$ cat config.mk
export PLATFORM = sky130hd
export DESIGN_NAME = gms_ram
export DESIGN_NICKNAME = d
export VERILOG_FILES = /design/src/rtl/core/graph_merge_segmenter_core_defines.svh /design/src/rtl/core/gms_ram.sv
export SDC_FILE = /design/constraint.sdc
export NUM_CORES = 1
export LEC_CHECK = 0
export BUFFER_PORTS_ARGS = -buffer_cell sky130_fd_sc_hd__buf_2
export CAP_MARGIN = 15
export CORE_UTILIZATION = 60
export CTS_CLUSTER_SIZE = 25
export DETAILED_ROUTE_END_ITERATION = 8
export PLACE_DENSITY = 0.89
export SLEW_MARGIN = 20
export SYNTH_ARGS = -nofsm -noshare
export SYNTH_HDL_FRONTEND = slang
export SYNTH_SLANG_ARGS = --single-unit
$ cat constraint.sdc
create_clock -name clock -period 2.5 [get_ports clock]
set_clock_uncertainty 0.05 [all_clocks]
set_input_delay 0.5 -clock clock [delete_from_list [all_inputs] [get_ports clock]]
set_output_delay 0.5 -clock clock [all_outputs]
set_load 0.01 [all_outputs]
$ cat src/rtl/core/graph_merge_segmenter_core_defines.svh
// Assertion macros shared by the segmenter core.
`ifndef GRAPH_MERGE_SEGMENTER_CORE_DEFINES_SVH
`define GRAPH_MERGE_SEGMENTER_CORE_DEFINES_SVH

// plain invariant, checked at every clock edge out of reset
`define GMS_ASSERT_ALWAYS(name, expr, msg) \
   name: assert property (@(posedge clock) disable iff (reset) (expr)) else $error(msg);

// same-cycle implication
`define GMS_ASSERT_IMPLY(name, ante, cons, msg) \
   name: assert property (@(posedge clock) disable iff (reset) (ante) |-> (cons)) \
      else $error(msg);

`endif

$ cat src/rtl/core/gms_ram.sv
// Generic single-write, single-read synchronous RAM with registered read.
module gms_ram #(
   parameter int WIDTH = 8,
   parameter int DEPTH = 16
) (
   input  logic                     clock,
   input  logic                     we,
   input  logic [$clog2(DEPTH)-1:0] waddr,
   input  logic [WIDTH-1:0]         wdata,
   input  logic [$clog2(DEPTH)-1:0] raddr,
   output logic [WIDTH-1:0]         rdata
);

   logic [WIDTH-1:0] mem [DEPTH];
   logic [WIDTH-1:0] rdata_ff;

   always_ff @(posedge clock) begin
      if (we) begin
         mem[waddr] <= wdata;
      end
      rdata_ff <= mem[raddr];
   end

   assign rdata = rdata_ff;

endmodule

; Yosys cells after proc, flatten, opt, wreduce, memory -nomap -nowiden
; Memories as Yosys holds them, arrays and structs flattened. A register that Yosys moved wholly into a read port is not among the register bits.
; Cells that the tools add are included.
[classes]
mux = 2
[op_table]
columns = cell, count
row1 = 1-bit 2-to-1 mux, 2
[word_totals]
out_inout_bits = 8
inputBits = 18
mem_bits_rw = 128
mem_count = 1
reg_bits = 0
elab_cells = 3
[memory_table]
columns = memory, depth, word_bits, read_ports, rd_clocked_by_memory_dff, wr, line_no
row1 = mem, 16, 8, 1, 1, 1, gms_ram.sv:14  ; logic [WIDTH-1:0] mem [DEPTH];

; Depth between registers and ports, before layout
; Gate-level depths: netlist of run 1.
[depth]
ltp_word = 2
mapped_depth = 5
mapped_depth_nobuf = 3

; Worst setup path after synthesis of run 1
; No wires, ideal clock.
[synth_path]
kind = input-to-reg
from = in waddr[2]
to = mem mem[0][0], enable pin
t_required_ns = 2.067
t_arrival_ns = 1.610
stages = 2
setup_slack_ns = 0.457
setup_time_ns = 0.383
n_path_buf = 0
cell_sequence = or3b_2 -> nor3_1
[synth_lines]
columns = item, line_no
row1 = start: declaration, gms_ram.sv:8  ; input logic [$clog2(DEPTH)-1:0] waddr,
row2 = end: declaration, gms_ram.sv:14
; No word-level cell before the write port.

; Final worst setup path of run 1
[layout_path]
from = reg rdata_ff[5], in the netlist rdata[5] (read register of mem)
to = out rdata[5]
[layout_lines]
columns = item, line_no
row1 = start: declaration, gms_ram.sv:15  ; logic [WIDTH-1:0] rdata_ff;
row2 = end: declaration, gms_ram.sv:11  ; output logic [WIDTH-1:0] rdata
; No word-level cell between the ends.

==> results.toml, run 1 <==
[power]
p_seq_share_pct = 50.0
vdd_drop_max_mv = 0.512
power.leakage_nw = 2.08
p_int_mw = 4.07
p_switching_mw = 1.06
combPwrFrac_pct = 4.6
finalPower_mw = 5.14
pwr-share-clk_pct = 45.4
p_per_area_nw_per_um2 = 849
sw_frac_of_total_pct = 20.7

[sta]
setup_viol = 0
finalHoldViolCount = 0
setup_ws_ps = 931
whs_ps = 321
worst_pin_slew_ps = 753
slew_headroom_pct = 49.7
fin_crit_sh_pct = 62.8
rsz0062_at_grt = "false"
finalMaxSlewViolations = 0
timing.setup.tns_ps = 0
fmax_ghz = 0.637
period_needed_ps = 1570

[critical_path]
crit_path_cell_trace = "buf_2"
critPathBufInv = 1
critPathMaxFanout = 1
cp.required_ps = 1950
slowest_stage = "dfxtp_1"
worstSetupPathType = "flip-flop to output port"
cp-end-kind = "output port"
cp.arrival_ps = 1020
crit_family = "flip-flops"
r2r_end = "rdata[6]$_DFF_P_"
reg2reg_depth = 3
r2r_start = "mem[11][6]$_DFFE_PP_"
reg2reg_slack_ps = 1030
start_kind = "flip-flop"
slowest_delay_ps = 360

[clock_network]
cts_made_buffers = 17
htreeDepth = 4
root_buffer = "clkbuf_8"
clkTransAtPathRegs_ps = 60
ctsHoldBuffers = 0
clock_latency_ps = 510
cts_setup_buffers = 0
cts_resized = 0
cts_num_sinks = 136
clockBufferDepth = 2
cts_tree = "yes"

[yosys]
netlist_instances = 229
yosysSeqAreaShare_pct = 77.8
synth_top_area_cell = "edfxtp_1"
syn-num-nets = 247
synthesis.area_sq_um = 5150
yosys_warnings = 0
ys_ff_latch = 136
ys_top_cells_by_area = "edfxtp_1 75%, mux4_2 7.9%, mux4_1 7.1%, dfxtp_1 3.1%, a22oi_1 2.3%"
yosysTopAreaCellShare_pct = 74.7
syn_avg_cell_area_sq_um = 22.5
ys_types = 19

[layout]
syn_to_final_growth_pct = 17.6
layout_commonest_cell = "edfxtp_1"
final_cell_mix = "128 x edfxtp_1, 25 x buf_2, 18 x mux4_2, 17 x buf_4"
layout-drive-gt1-share_pct = 31.9
nNetsFinal = 300
filler_cell_count = 467
multi_input_area_sq_um = 1060
seq_area_sq_um = 4000
n_antenna_cell = 0
finish.utilization_pct = 73.3

[route]
vias = 2503
drt-initial-drc-count = 239
drc = 0
wl_per_cell_um = 25.2
ant_nets = 0
routed_wl_um = 10100
dr.pass1.iters = 5
vias_per_cell = 6.26

[die]
fp-row-count = 33
ioPinCount = 26
dieArea_sq_um = 8950
die_h_um = 94.6
start_util_pct = 62.3
die_width_um = 94.6
fp.coreArea_sq_um = 8260

[grt]
grt_pass1_wl_um = 15000
grt_use_total_pct = 25.6
gr-total-overflow = 0
grt_pass1_vias = 2530
antenna_found_initial = 0
grt_max_degree = 33

[worst_hold_path]
worstHoldStart = "wdata[7]"
hp-class = "primary input to flip-flop"
min_to = "mem[4][7]$_DFFE_PP_"
hold_path_depth = 1

[run_status]
outcome = "finished clean"

[place]
io_buffer_count = 25
pre_cts_slack_ps = 467
gp_congestion = 0.753
dp_hpwl_um = 5820

[job]
max_cap_viol_count = 0
## synth_stat cells
cell type          n
nor2_1            13
mux4_2            18
nand3b_1           2
mux4_1            14
edfxtp_1         128
nor3_1             4
buf_4              1
and2b_1            1
a22oi_1           16
nand2b_1           2
buf_6              3
clkdlybuf4s25_2    3
nor2b_1            1
or3b_2             1
nand2_1            9
dfxtp_1            8
nand3_1            1
buf_2              3
and2_1             1
## kinds of logic after synthesis
logic type             count (synthesis)  synth area share [%]
AO/OA/AOI/OAI                         16                  2.33
flip-flops                           136                  77.8
buffers and inverters                 10                  1.68
multiplexers                          32                  15.0
AND/OR/NAND/NOR                       35                  3.18
## cell type report
| cell class | count | share of cell area (%) |
|---|---|---|
| sequential | 136 | 66.1 |
| multi-input combinational | 83 | 17.5 |
| clock buffer | 18 | 6.90 |
| timing repair buffer | 44 | 4.84 |
| clock inverter | 14 | 2.48 |
| tap | 105 | 2.17 |
## flip-flops by register name, summed over array words and instances, names as in the netlist
register / cells
rdata: 8
mem: 128
## metal layers
| layer | wire, um | up-vias | share of wire (%) | GRT usage [%] |
|---|---|---|---|---|
| met5 | 0 | - | 0 | 0 |
| met3 | 678 | 17 | 6.7 | 5.96 |
| met4 | 208 | 0 | 2.1 | 11.7 |
| met1 | 3990 | 1280 | 40 | 34.1 |
| met2 | 5200 | 126 | 52 | 40.7 |
| li1 | - | 1080 | - | - |
## power groups by stage
stage	Combinational, mW	Sequential, mW	Clock, mW
global route	0.255	2.57	2.45
detailed placement	0.234	2.61	0
finish	0.237	2.57	2.33
floorplan	0.129	2.61	0
CTS	0.240	2.57	2.36
global placement	0.227	2.61	0
## metrics by stage
step,instance area [sq um],std cells
2_1_floorplan,5150,229
3_3_place_gp,5490,368
5_1_grt,6050,400
6_report,6050,400
4_1_cts,6050,400
3_5_place_dp,5490,368
## worst max path at each step
stage,startpoint,to,slack (ps),cells past startpoint
finish,rdata[5]$_DFF_P_,rdata[5],930,1
global route,rdata[3]$_DFF_P_,rdata[3],880,1
CTS,rdata[4]$_DFF_P_,rdata[4],890,1
detailed placement,raddr[0],rdata[4]$_DFF_P_,470,5
global placement,raddr[0],rdata[4]$_DFF_P_,470,5
floorplan,waddr[2],mem[0][0]$_DFFE_PP_,460,2
Note: power is estimated with default switching activity, not from simulation.
==> run 2, diff against run 1 <==
==> constraint.sdc (replaced) <==
create_clock -name clock -period 1.5 [get_ports clock]
set_clock_uncertainty 0.05 [all_clocks]
set_input_delay 0.3 -clock clock [delete_from_list [all_inputs] [get_ports clock]]
set_output_delay 0.3 -clock clock [all_outputs]
set_load 0.01 [all_outputs]
==> run 2 against run 1 <==
Net effect:
- via count fell by 0.16%
- cell count rose by 3.0%
- highest routed layer unchanged
- count of clock-buffer cells in the layout rose by 5
- critical path type is now flip-flop to flip-flop
- first-iteration DRC count fell by 28%
- non-clock buffer count rose by 12
- routed wire length fell by 4.8%
- sequential cell count did not move
- utilization rose by 1.4 points
- sequential power rose by 66%
- power rose by 66%
- die area did not move
==> results.toml, run 2 (synthesis gave the netlist of run 1 again) <==
[clock_network]
htreeDepth = 4
clockBufferDepth = 2
cts_num_sinks = 136
clkTransAtPathRegs_ps = 60
ctsHoldBuffers = 0
clock_latency_ps = 510
cts_tree = "yes"
cts_made_buffers = 17
root_buffer = "clkbuf_8"
cts_setup_buffers = 0

[grt]
grt_pass1_vias = 2557
grt_max_degree = 18
gr-total-overflow = 0
grt_pass1_wl_um = 14800
antenna_found_initial = 0
grt_use_total_pct = 24.6

[job]
max_cap_viol_count = 0

[die]
die_h_um = 94.6
start_util_pct = 62.3
fp.coreArea_sq_um = 8260
fp-row-count = 33
die_width_um = 94.6
ioPinCount = 26
dieArea_sq_um = 8950

[layout]
layout_commonest_cell = "edfxtp_1"
layout-drive-gt1-share_pct = 34.5
layout.cells.non_filler = 412
final_cell_area_sq_um = 6170
final_cell_mix = "128 x edfxtp_1, 27 x buf_4, 25 x buf_2, 18 x mux4_2, 16 x clkbuf_16"
syn_to_final_growth_pct = 19.8
largest-register = "mem"
n_antenna_cell = 0
largest_reg_flops = 128
nNetsFinal = 312

[power]
power.leakage_nw = 2.14
p_int_mw = 6.83
p_per_area_nw_per_um2 = 1380
sw_frac_of_total_pct = 19.7
pwr-share-clk_pct = 44.7
p_switching_mw = 1.68
vdd_drop_max_mv = 0.850
combPwrFrac_pct = 5.0
p_seq_share_pct = 50.2

[critical_path]
reg2reg_slack_ps = 60
critPathMaxFanout = 1
cp.arrival_ps = 1770
reg2reg_depth = 3
r2r_start = "mem[1][0]$_DFFE_PP_"
worstSetupPathType = "flip-flop to flip-flop"
cp-end-kind = "flip-flop"
cp.required_ps = 1830
start_kind = "flip-flop"
r2r_end = "rdata[0]$_DFF_P_"

[sta]
period_needed_ps = 1440
finalHoldViolCount = 0
setup_viol = 0
finalMaxSlewViolations = 0
rsz0062_at_grt = "false"
slew_headroom_pct = 52.6
worst_pin_slew_ps = 710
fmax_ghz = 0.695
fin_crit_sh_pct = 95.9
timing.setup.tns_ps = 0

[worst_hold_path]
hold_path_depth = 1
min_to = "mem[7][5]$_DFFE_PP_"
worstHoldStart = "wdata[5]"
hp-class = "primary input to flip-flop"

[place]
dpl_cell_area_sq_um = 5620
io_buffer_count = 25
dp_cells = 380
gp_congestion = 0.821
dp_hpwl_um = 6290

[route]
drc = 0
wl_per_cell_um = 23.3
vias = 2499
routed_wl_um = 9590
dr.pass1.iters = 4
drt-initial-drc-count = 173
vias_per_cell = 6.07
ant_nets = 0

[run_status]
outcome = "finished clean"
## run 2: changes by cell type in the layout (fill, tap and decap cells not counted), sizes merged
cell | previous run | this run
buf | 44 | 56
inv | 2 | 0
clkinvlp | 3 | 2
clkinv | 7 | 5
clkbuf | 18 | 23
## run 2: how the worst max path moves through the flow
stage / startpoint / to / slack, ps / depth (start not counted)
final: mem[1][0]$_DFFE_PP_ / rdata[0]$_DFF_P_ / 60 / 3
after detailed placement: raddr[0] / rdata[0]$_DFF_P_ / -290 / 5
after CTS: mem[1][0]$_DFFE_PP_ / rdata[0]$_DFF_P_ / 50 / 3
after floorplan: waddr[2] / mem[3][0]$_DFFE_PP_ / -120 / 2
after global placement: raddr[0] / rdata[0]$_DFF_P_ / -290 / 5
after global routing: mem[1][0]$_DFFE_PP_ / rdata[0]$_DFF_P_ / 10 / 3
## run 2: power by group through the flow
stage                     combinational (mW)  sequential, mW  clock [mW]
after global placement                 0.407            4.35           0
after detailed placement               0.426            4.35           0
after floorplan                        0.217            4.36           0
after global routing                   0.461            4.28        4.01
final                                  0.428            4.27        3.81
after CTS                              0.431            4.28        3.85
## run 2: worst max-delay path, cell delays in order (launching register included)
cell,delay (ps)
edfxtp_1,380
mux4_1,520
a22oi_1,250
nand2_1,110
## run 2: what timing repair did
item,CTS,global route
resized for setup,0,1
setup endpoints to repair,0,1
endpoints found under the hold margin,0,0
## run 2: metal layers
layer | global-route usage (%) | vias up | part of all wire (%)
met5 | 0 | - | 0
met1 | 31.9 | 1297 | 41
li1 | - | 1105 | -
met3 | 6.04 | 9 | 5.2
met2 | 40.6 | 88 | 52
met4 | 9.47 | 0 | 1.1
## run 2: final cells by class
class,count,area [sq um]
Clock buffer,23,447
Clock inverter,9,100
Fill cell,470,2090
Multi-Input combinational cell,83,1080
Sequential cell,136,4000
Tap cell,105,131
Timing Repair Buffer,56,408
## run 2: metrics by stage
stage	power, mW	hold WS (ps)	worst slack (ps)	utilization (%)
global placement	4.75	597	-286	68.0
floorplan	4.57	349	-116	-
CTS	8.56	98.0	53.5	74.6
detailed placement	4.78	611	-289	68.0
global route	8.76	115	11.9	74.7
finish	8.51	124	60.9	74.7
