`src/rtl/core/graph_merge_segmenter_core_defines.svh`:
```
// Assertion macros shared by the segmenter core.
`ifndef GRAPH_MERGE_SEGMENTER_CORE_DEFINES_SVH
`define GRAPH_MERGE_SEGMENTER_CORE_DEFINES_SVH

// plain invariant, checked at every clock edge out of reset
`define GMS_ASSERT_ALWAYS(name, expr, msg) \
   name: assert property (@(posedge clock) disable iff (reset) (expr)) else $error(msg);

// same-cycle implication
`define GMS_ASSERT_IMPLY(name, ante, cons, msg) \
   name: assert property (@(posedge clock) disable iff (reset) (ante) |-> (cons)) \
      else $error(msg);

`endif

```
`src/rtl/core/gms_div.sv`:
```
// Restoring divider, one quotient bit per cycle.
module gms_div #(
   parameter int DW = 16,
   parameter int VW = 13
) (
   input  logic          clock,
   input  logic          reset,
   input  logic          start,
   input  logic [DW-1:0] dividend,
   input  logic [VW-1:0] divisor,
   output logic          done,
   output logic [DW-1:0] quotient
);

   localparam int CNT_W = $clog2(DW + 1);

   logic [VW:0]      rem_ff, rem_in;
   logic [DW-1:0]    quo_ff, quo_in;
   logic [VW-1:0]    dvs_ff, dvs_in;
   logic [CNT_W-1:0] cnt_ff, cnt_in;
   logic             busy_ff, busy_in;
   logic             done_ff, done_in;
   logic [VW:0]      shifted;

   always_comb begin
      rem_in  = rem_ff;
      quo_in  = quo_ff;
      dvs_in  = dvs_ff;
      cnt_in  = cnt_ff;
      busy_in = busy_ff;
      done_in = 1'b0;
      shifted = {rem_ff[VW-1:0], quo_ff[DW-1]};
      if (start) begin
         rem_in  = '0;
         quo_in  = dividend;
         dvs_in  = divisor;
         cnt_in  = CNT_W'(DW);
         busy_in = 1'b1;
      end else if (busy_ff) begin
         if (shifted >= {1'b0, dvs_ff}) begin
            rem_in = shifted - {1'b0, dvs_ff};
            quo_in = {quo_ff[DW-2:0], 1'b1};
         end else begin
            rem_in = shifted;
            quo_in = {quo_ff[DW-2:0], 1'b0};
         end
         cnt_in = cnt_ff - 1'b1;
         if (cnt_ff == CNT_W'(1)) begin
            busy_in = 1'b0;
            done_in = 1'b1;
         end
      end
   end

   always_ff @(posedge clock) begin
      if (reset) begin
         busy_ff <= 1'b0;
         done_ff <= 1'b0;
      end else begin
         busy_ff <= busy_in;
         done_ff <= done_in;
      end
      rem_ff <= rem_in;
      quo_ff <= quo_in;
      dvs_ff <= dvs_in;
      cnt_ff <= cnt_in;
   end

   assign done     = done_ff;
   assign quotient = quo_ff;

endmodule

```
`config.mk`:
```
export PLATFORM = sky130hd
export DESIGN_NAME = gms_div
export DESIGN_NICKNAME = d
export VERILOG_FILES = /design/src/rtl/core/graph_merge_segmenter_core_defines.svh /design/src/rtl/core/gms_div.sv
export SDC_FILE = /design/constraint.sdc
export NUM_CORES = 1
export LEC_CHECK = 0
export BUFFER_PORTS_ARGS = -buffer_cell sky130_fd_sc_hd__buf_2
export CAP_MARGIN = 25
export CORE_MARGIN = 5
export CORE_UTILIZATION = 55
export CTS_CLUSTER_SIZE = 30
export DETAILED_ROUTE_END_ITERATION = 8
export GPL_ROUTABILITY_DRIVEN = 0
export GPL_TIMING_DRIVEN = 0
export PLACE_DENSITY = 0.79
export SYNTH_ARGS = -nofsm -noshare
export SYNTH_HDL_FRONTEND = slang
export SYNTH_SLANG_ARGS = --single-unit
```
`constraint.sdc`:
```
create_clock -name clock -period 3.6 [get_ports clock]
set_input_delay 0.54 -clock clock [delete_from_list [all_inputs] [get_ports clock]]
set_output_delay 0.54 -clock clock [all_outputs]
set_load 0.02 [all_outputs]
```
== Word-level counts from Yosys, hierarchy flattened ==
Index checks and enable logic that the tools add are counted.

* Register bits after elaboration: 49
* Bits of input ports: 32
* Output and inout port bits: 17
* Logic and storage cells: 21

* Add/subtract/negate cells: 2
* Order comparisons: 1
* Equal/unequal tests: 1
* Mux-type cells: 8
* Bitwise gates (word level): 1
* Reduce and logical (&&, ||, !) cells: 2

{| class="wikitable"
|+ Operators by type and width
! cell !! number
|-
| $mux 16 || 2
|-
| $ge 14x13->1 || 1
|-
| $mux 13 || 1
|-
| $sub 13x13->13 || 1
|-
| $eq 5x1->1 const B || 1
|-
| $mux 1 || 5
|-
| $sub 5x1->5 const B || 1
|-
| $reduce_or 3->1 || 1
|-
| $reduce_bool 2->1 || 1
|-
| $not 1->1 || 1
|}

== Longest topological paths before layout ==
* Word-level depth: 4
* Mapped depth: 11
* Mapped depth without buffers: 10

== Worst setup path after synthesis ==
OpenSTA, ideal clock, no wires.

* Path kind: reg-to-reg
* From: register quo_ff[15], in the netlist quotient[15]
* To: register rem_ff[3]
* Library setup time: 0.136 ns
* Arrival time: 2.928 ns
* Required time: 3.464 ns
* Setup slack: 0.536 ns
* Stages on the path, launching flop included: 12
* Path buffers: 1
* Clock period less this slack: 3.064 ns
* Path through: edfxtp_1 -> inv_1 -> ha_1 -> inv_1 -> fa_1 -> a21o_1 -> a221oi_4 -> nand2_2 -> a2111oi_4 -> buf_6 -> mux2i_1 -> a211oi_2

* Word-level cells in the longest chain between the ends: 2
* Elaborated cells on any way between the ends: 3
* Those cells by class: add/sub (1); order compare (1); mux (1)

{| class="wikitable"
|+ Ends and longest elaborated chain
! what !! line !! RTL
|-
| from (decl) || gms_div.sv:18 || <nowiki>logic [DW-1:0] quo_ff, quo_in;</nowiki>
|-
| from (signal assigned) || gms_div.sv:64 || <nowiki>quo_ff <= quo_in;</nowiki>
|-
| $sub 13x13->13 / $ge 14x13->1 (equally long branches) || gms_div.sv:41, gms_div.sv:40 ||
|-
| $mux 13 * || gms_div.sv:40 || <nowiki>if (shifted >= {1'b0, dvs_ff}) begin</nowiki>
|-
| to (signal assigned) || gms_div.sv:63 || <nowiki>rem_ff <= rem_in;</nowiki>
|-
| to (decl) || gms_div.sv:17 || <nowiki>logic [VW:0] rem_ff, rem_in;</nowiki>
|}

Every way passes the cells marked *; elsewhere a longest branch is shown, timed or not.
A chain may end at the register's enable or synchronous reset.

== Worst setup path after layout ==
Same ends and word-level chain as after synthesis.

==> report_table.html <==
<table>
<tr><th>Metric</th><th>Value</th></tr>
<tr><th colspan="2">Clock network</th></tr>
<tr><td>Root buffer cell</td><td>clkbuf_8</td></tr>
<tr><td>Clock buffers created by TritonCTS</td><td>5</td></tr>
<tr><td>Maximum level of the CTS H-tree</td><td>2</td></tr>
<tr><td>Skew-Pair Late Insertion Delay</td><td>0.31 ns</td></tr>
<tr><td>Clock tree from TritonCTS</td><td>built</td></tr>
<tr><td>Post-CTS Repair Setup Buffers</td><td>0</td></tr>
<tr><td>Longest Clk Path Bufs</td><td>2</td></tr>
<tr><td>Clock sink total</td><td>49</td></tr>
<tr><td>Post-CTS Resized</td><td>0</td></tr>
<tr><td>Post-cts hold buffer count</td><td>0</td></tr>
<tr><td>Worst-path clk slew</td><td>0.09 ns</td></tr>
<tr><th colspan="2">Routing</th></tr>
<tr><td>Remaining antenna violation count</td><td>0</td></tr>
<tr><td>Iter 0 DRT Violations</td><td>73</td></tr>
<tr><td>Wirelength per Cell</td><td>14.4 um</td></tr>
<tr><td>Detailed-route via count</td><td>1796</td></tr>
<tr><td>Number of vias per cell</td><td>5.41</td></tr>
<tr><td>Drt total wl</td><td>4780 um</td></tr>
<tr><td>DRC errors left</td><td>0</td></tr>
<tr><td>DRT Pass-1 Iters</td><td>4</td></tr>
<tr><th colspan="2">Pwr</th></tr>
<tr><td>VDD IR-drop max</td><td>355 uV</td></tr>
<tr><td>Pwr per Cell Area</td><td>479 nW/um2</td></tr>
<tr><td>Leakage component of the power</td><td>1.30 nW</td></tr>
<tr><th colspan="2">Timing</th></tr>
<tr><td>Slew Limit Fails</td><td>0</td></tr>
<tr><td>Unrepaired setup endpoints after global routing</td><td>false</td></tr>
<tr><td>Peak clock frequency supported by timing</td><td>0.306 GHz</td></tr>
<tr><td>Actual slew at the worst max-slew pin</td><td>0.814 ns</td></tr>
<tr><td>Setup Skew</td><td>0.0118 ns</td></tr>
<tr><td>Number of hold violations in the final report</td><td>0</td></tr>
<tr><td>Number of failing setup endpoints in the final timing report</td><td>0</td></tr>
<tr><td>Final critical-path share of the clock period</td><td>90.8%</td></tr>
<tr><td>Slew headroom</td><td>45.7%</td></tr>
<tr><td>Worst path setup slack after routing</td><td>0.330 ns</td></tr>
<tr><td>Total Negative Setup Slacks</td><td>0 ns</td></tr>
<tr><td>Final min period</td><td>3.27 ns</td></tr>
<tr><th colspan="2">Synth</th></tr>
<tr><td>Main flop type after synthesis</td><td>edfxtp_1</td></tr>
<tr><td>Cell count after synthesis</td><td>224</td></tr>
<tr><td>Count of cell types in the netlist</td><td>39</td></tr>
<tr><td>Syn Area/Cell</td><td>11.5 um2</td></tr>
<tr><td>Simple logic cell fraction of the synthesized area</td><td>9.27%</td></tr>
<tr><td>Mux share of post-synthesis cell area</td><td>10.1%</td></tr>
<tr><td>Largest family of logic cells by synthesized area</td><td>compound AO/OA/AOI/OAI gates</td></tr>
<tr><td>Proportion of netlist area held by the largest area contributor</td><td>34.0%</td></tr>
<tr><td>Xor and xnor fraction of the mapped netlist area</td><td>4.78%</td></tr>
<tr><td>Share of the synthesized area in compound gates (AO/OA/AOI/OAI)</td><td>13.7%</td></tr>
<tr><td>Total number of yosys warnings</td><td>0</td></tr>
<tr><td>Synthesized Nets</td><td>272</td></tr>
<tr><td>Sequential fraction of the synthesis area</td><td>49.6%</td></tr>
<tr><td>Post-synth EDFFs</td><td>29</td></tr>
<tr><td>Area of the mapped netlist</td><td>2560 um2</td></tr>
<tr><td>Share of async-settable or async-resettable flops after synthesis</td><td>0%</td></tr>
<tr><td>Post-synthesis cell type with the largest combined area</td><td>edfxtp_1</td></tr>
<tr><td>Top cells by area in the synthesized netlist</td><td>edfxtp_1 (34%), dfxtp_1 (16%), ha_1 (7.3%)</td></tr>
<tr><td>Flop and latch count out of synthesis</td><td>49</td></tr>
<tr><td>Synthesized-area fraction occupied by adder cells</td><td>8.10%</td></tr>
<tr><th colspan="2">Worst setup path</th></tr>
<tr><td>Worst path slowest cell</td><td>a2111oi_4</td></tr>
<tr><td>Highest cell delay on the worst timing path</td><td>0.75 ns</td></tr>
<tr><td>Critical path, cell by cell</td><td>inv_1, ha_1, inv_1, fa_1, a21o_1, a221oi_4, nand2_2, a2111oi_4, buf_6, mux2i_1, a211oi_2</td></tr>
<tr><td>CP startpoint kind</td><td>flip-flop</td></tr>
<tr><td>Crit path kind</td><td>flip-flop to flip-flop</td></tr>
<tr><td>Combined buffer and inverter count along the critical path</td><td>3</td></tr>
<tr><td>Maximum fanout count along the critical path</td><td>10</td></tr>
<tr><td>Worst Setup End Kind</td><td>flip-flop</td></tr>
<tr><td>Data arrival time at the worst-slack endpoint</td><td>3.45 ns</td></tr>
<tr><td>Top delay family on crit path</td><td>compound AO/OA/AOI/OAI gates</td></tr>
<tr><td>Library cell appearing most often on the critical path</td><td>inv_1</td></tr>
<tr><td>Required time worst endpoint</td><td>3.78 ns</td></tr>
<tr><th colspan="2">Cells and area</th></tr>
<tr><td>Area growth, synth to finish</td><td>16.1%</td></tr>
<tr><td>Most common library cell in the layout ignoring fill and taps</td><td>buf_2</td></tr>
<tr><td>Diodes inserted</td><td>0</td></tr>
<tr><td>Filler Cell Count</td><td>353</td></tr>
<tr><td>Post-route cell area</td><td>2980 um2</td></tr>
<tr><td>Register area</td><td>1270 um2</td></tr>
<tr><td>Fraction of layout instances using a drive strength above 1</td><td>28.2%</td></tr>
<tr><td>NumNets Final</td><td>327</td></tr>
<tr><td>Area of combinational cells with multiple inputs</td><td>1180 um2</td></tr>
<tr><td>Most frequent cells in the layout</td><td>buf_2 (48), edfxtp_1 (29), inv_1 (21), dfxtp_1 (20), nor2_1 (19)</td></tr>
<tr><th colspan="2">Floorplanning</th></tr>
<tr><td>Chip Width</td><td>78.3 um</td></tr>
<tr><td>Die Area</td><td>6130 um2</td></tr>
<tr><td>Initial Util</td><td>57.7%</td></tr>
<tr><td>Number of top-level design ports</td><td>49</td></tr>
<tr><td>Vertical extent of the die</td><td>78.3 um</td></tr>
<tr><td>Core Region</td><td>4440 um2</td></tr>
<tr><td>Count of standard-cell rows</td><td>24</td></tr>
<tr><th colspan="2">GRT</th></tr>
<tr><td>GRT Total Usage</td><td>16.5%</td></tr>
<tr><td>Wire length of the first global-routing pass</td><td>8020 um</td></tr>
<tr><td>Vias in the first global route</td><td>1757</td></tr>
<tr><td>Total gr overflow</td><td>0</td></tr>
<tr><td>Pin count of the biggest net entering global routing</td><td>17</td></tr>
<tr><td>Antenna violations before repair</td><td>0</td></tr>
<tr><th colspan="2">Placement</th></tr>
<tr><td>Worst Setup Slack post-DPL</td><td>0.321 ns</td></tr>
<tr><td>DP Area</td><td>2870 um2</td></tr>
<tr><td>Post-detailed-placement half-perimeter wirelength</td><td>3520 um</td></tr>
<tr><td>Count of port buffers added during placement</td><td>48</td></tr>
<tr><th colspan="2">Outcome</th></tr>
<tr><td>Outcome</td><td>finished clean</td></tr>
<tr><th colspan="2">Flow run</th></tr>
<tr><td># Max-Cap Violations</td><td>0</td></tr>
<tr><th colspan="2">Worst hold path</th></tr>
<tr><td>Path category of the worst min-delay check</td><td>input port to flip-flop</td></tr>
</table>
==> through the flow <==
| step | instances | power [mW] | util, % | hold slack, ns |
|---|---|---|---|---|
| 2_1_floorplan | 224 | 0.960 | - | 0.453 |
| 3_3_place_gp | 324 | 1.04 | 64.6 | 0.484 |
| 3_5_place_dp | 324 | 1.05 | 64.6 | 0.493 |
| 4_1_cts | 332 | 1.44 | 67.0 | 0.386 |
| 5_1_grt | 332 | 1.50 | 67.0 | 0.373 |
| 6_report | 332 | 1.43 | 67.0 | 0.398 |
==> worst paths after layout <==
check	from	slack (ns)	cells after the start	endpoint
max	quotient[15]	0.33	11	rem_ff[3]
min	divisor[12]	0.40	1	dvs_ff[12]
max reg2reg	quotient[15]	0.33	11	rem_ff[3]
min reg2reg	cnt_ff[1]	0.50	2	cnt_ff[1]
==> flip-flops by register name, indices dropped and copies added (netlist names) <==
signal	flops
cnt_ff	5
dvs_ff	13
rem_ff	13
busy_ff	1
quotient	16
done	1
==> metal layers <==
| layer | up-vias | GRT usage (%) | wire [um] |
|---|---|---|---|
| met2 | 37 | 25.9 | 2230 |
| li1 | 919 | - | - |
| met3 | 11 | 5.03 | 242 |
| met4 | 0 | 5.59 | 106 |
| met5 | - | 0 | 0 |
| met1 | 829 | 21.9 | 2210 |
==> final cells by class <==
class | count | area share [%]
buffer | 8 | 1.26
clock buffer | 6 | 2.44
clock inverter | 2 | 1.18
inverter | 21 | 2.65
multi-input combinational | 146 | 39.5
sequential | 49 | 42.7
tap | 52 | 2.18
timing repair buffer | 48 | 8.07
==> Yosys cell counts, types with 2 or more instances <==
cell type,instances
nand2b_1,5
edfxtp_1,29
o211ai_1,2
o21a_1,2
inv_1,21
xor2_1,4
nor2_1,19
nor3b_1,3
a211oi_1,7
mux2i_1,9
dfxtp_1,20
nor4_1,4
o31ai_1,3
xnor2_1,10
a32oi_1,2
ha_1,15
a311oi_1,2
a21oi_1,10
a21o_1,4
nand2_1,8
clkbuf_1,7
mux2_2,15
o21ai_0,5
nor3_1,3
==> power by group <==
part | internal (mW) | total [mW] | switching, mW
logic | 0.157 | 0.350 | 0.193
clock network | 0.206 | 0.388 | 0.182
registers | 0.654 | 0.688 | 0.0337
total | 1.02 | 1.43 | 0.408
==> cell families (layout without fill, tap and decap cells) <==
logic type               after synthesis  count (layout)
AO/OA/AOI/OAI                         44              44
XOR/XNOR                              14              14
adder cells (fa/ha/maj)               16              16
buffers and inverters                 29              85
flip-flops                            49              49
multiplexers                          24              24
AND/OR/NAND/NOR                       48              48
Power figures use the tool's default switching activity.
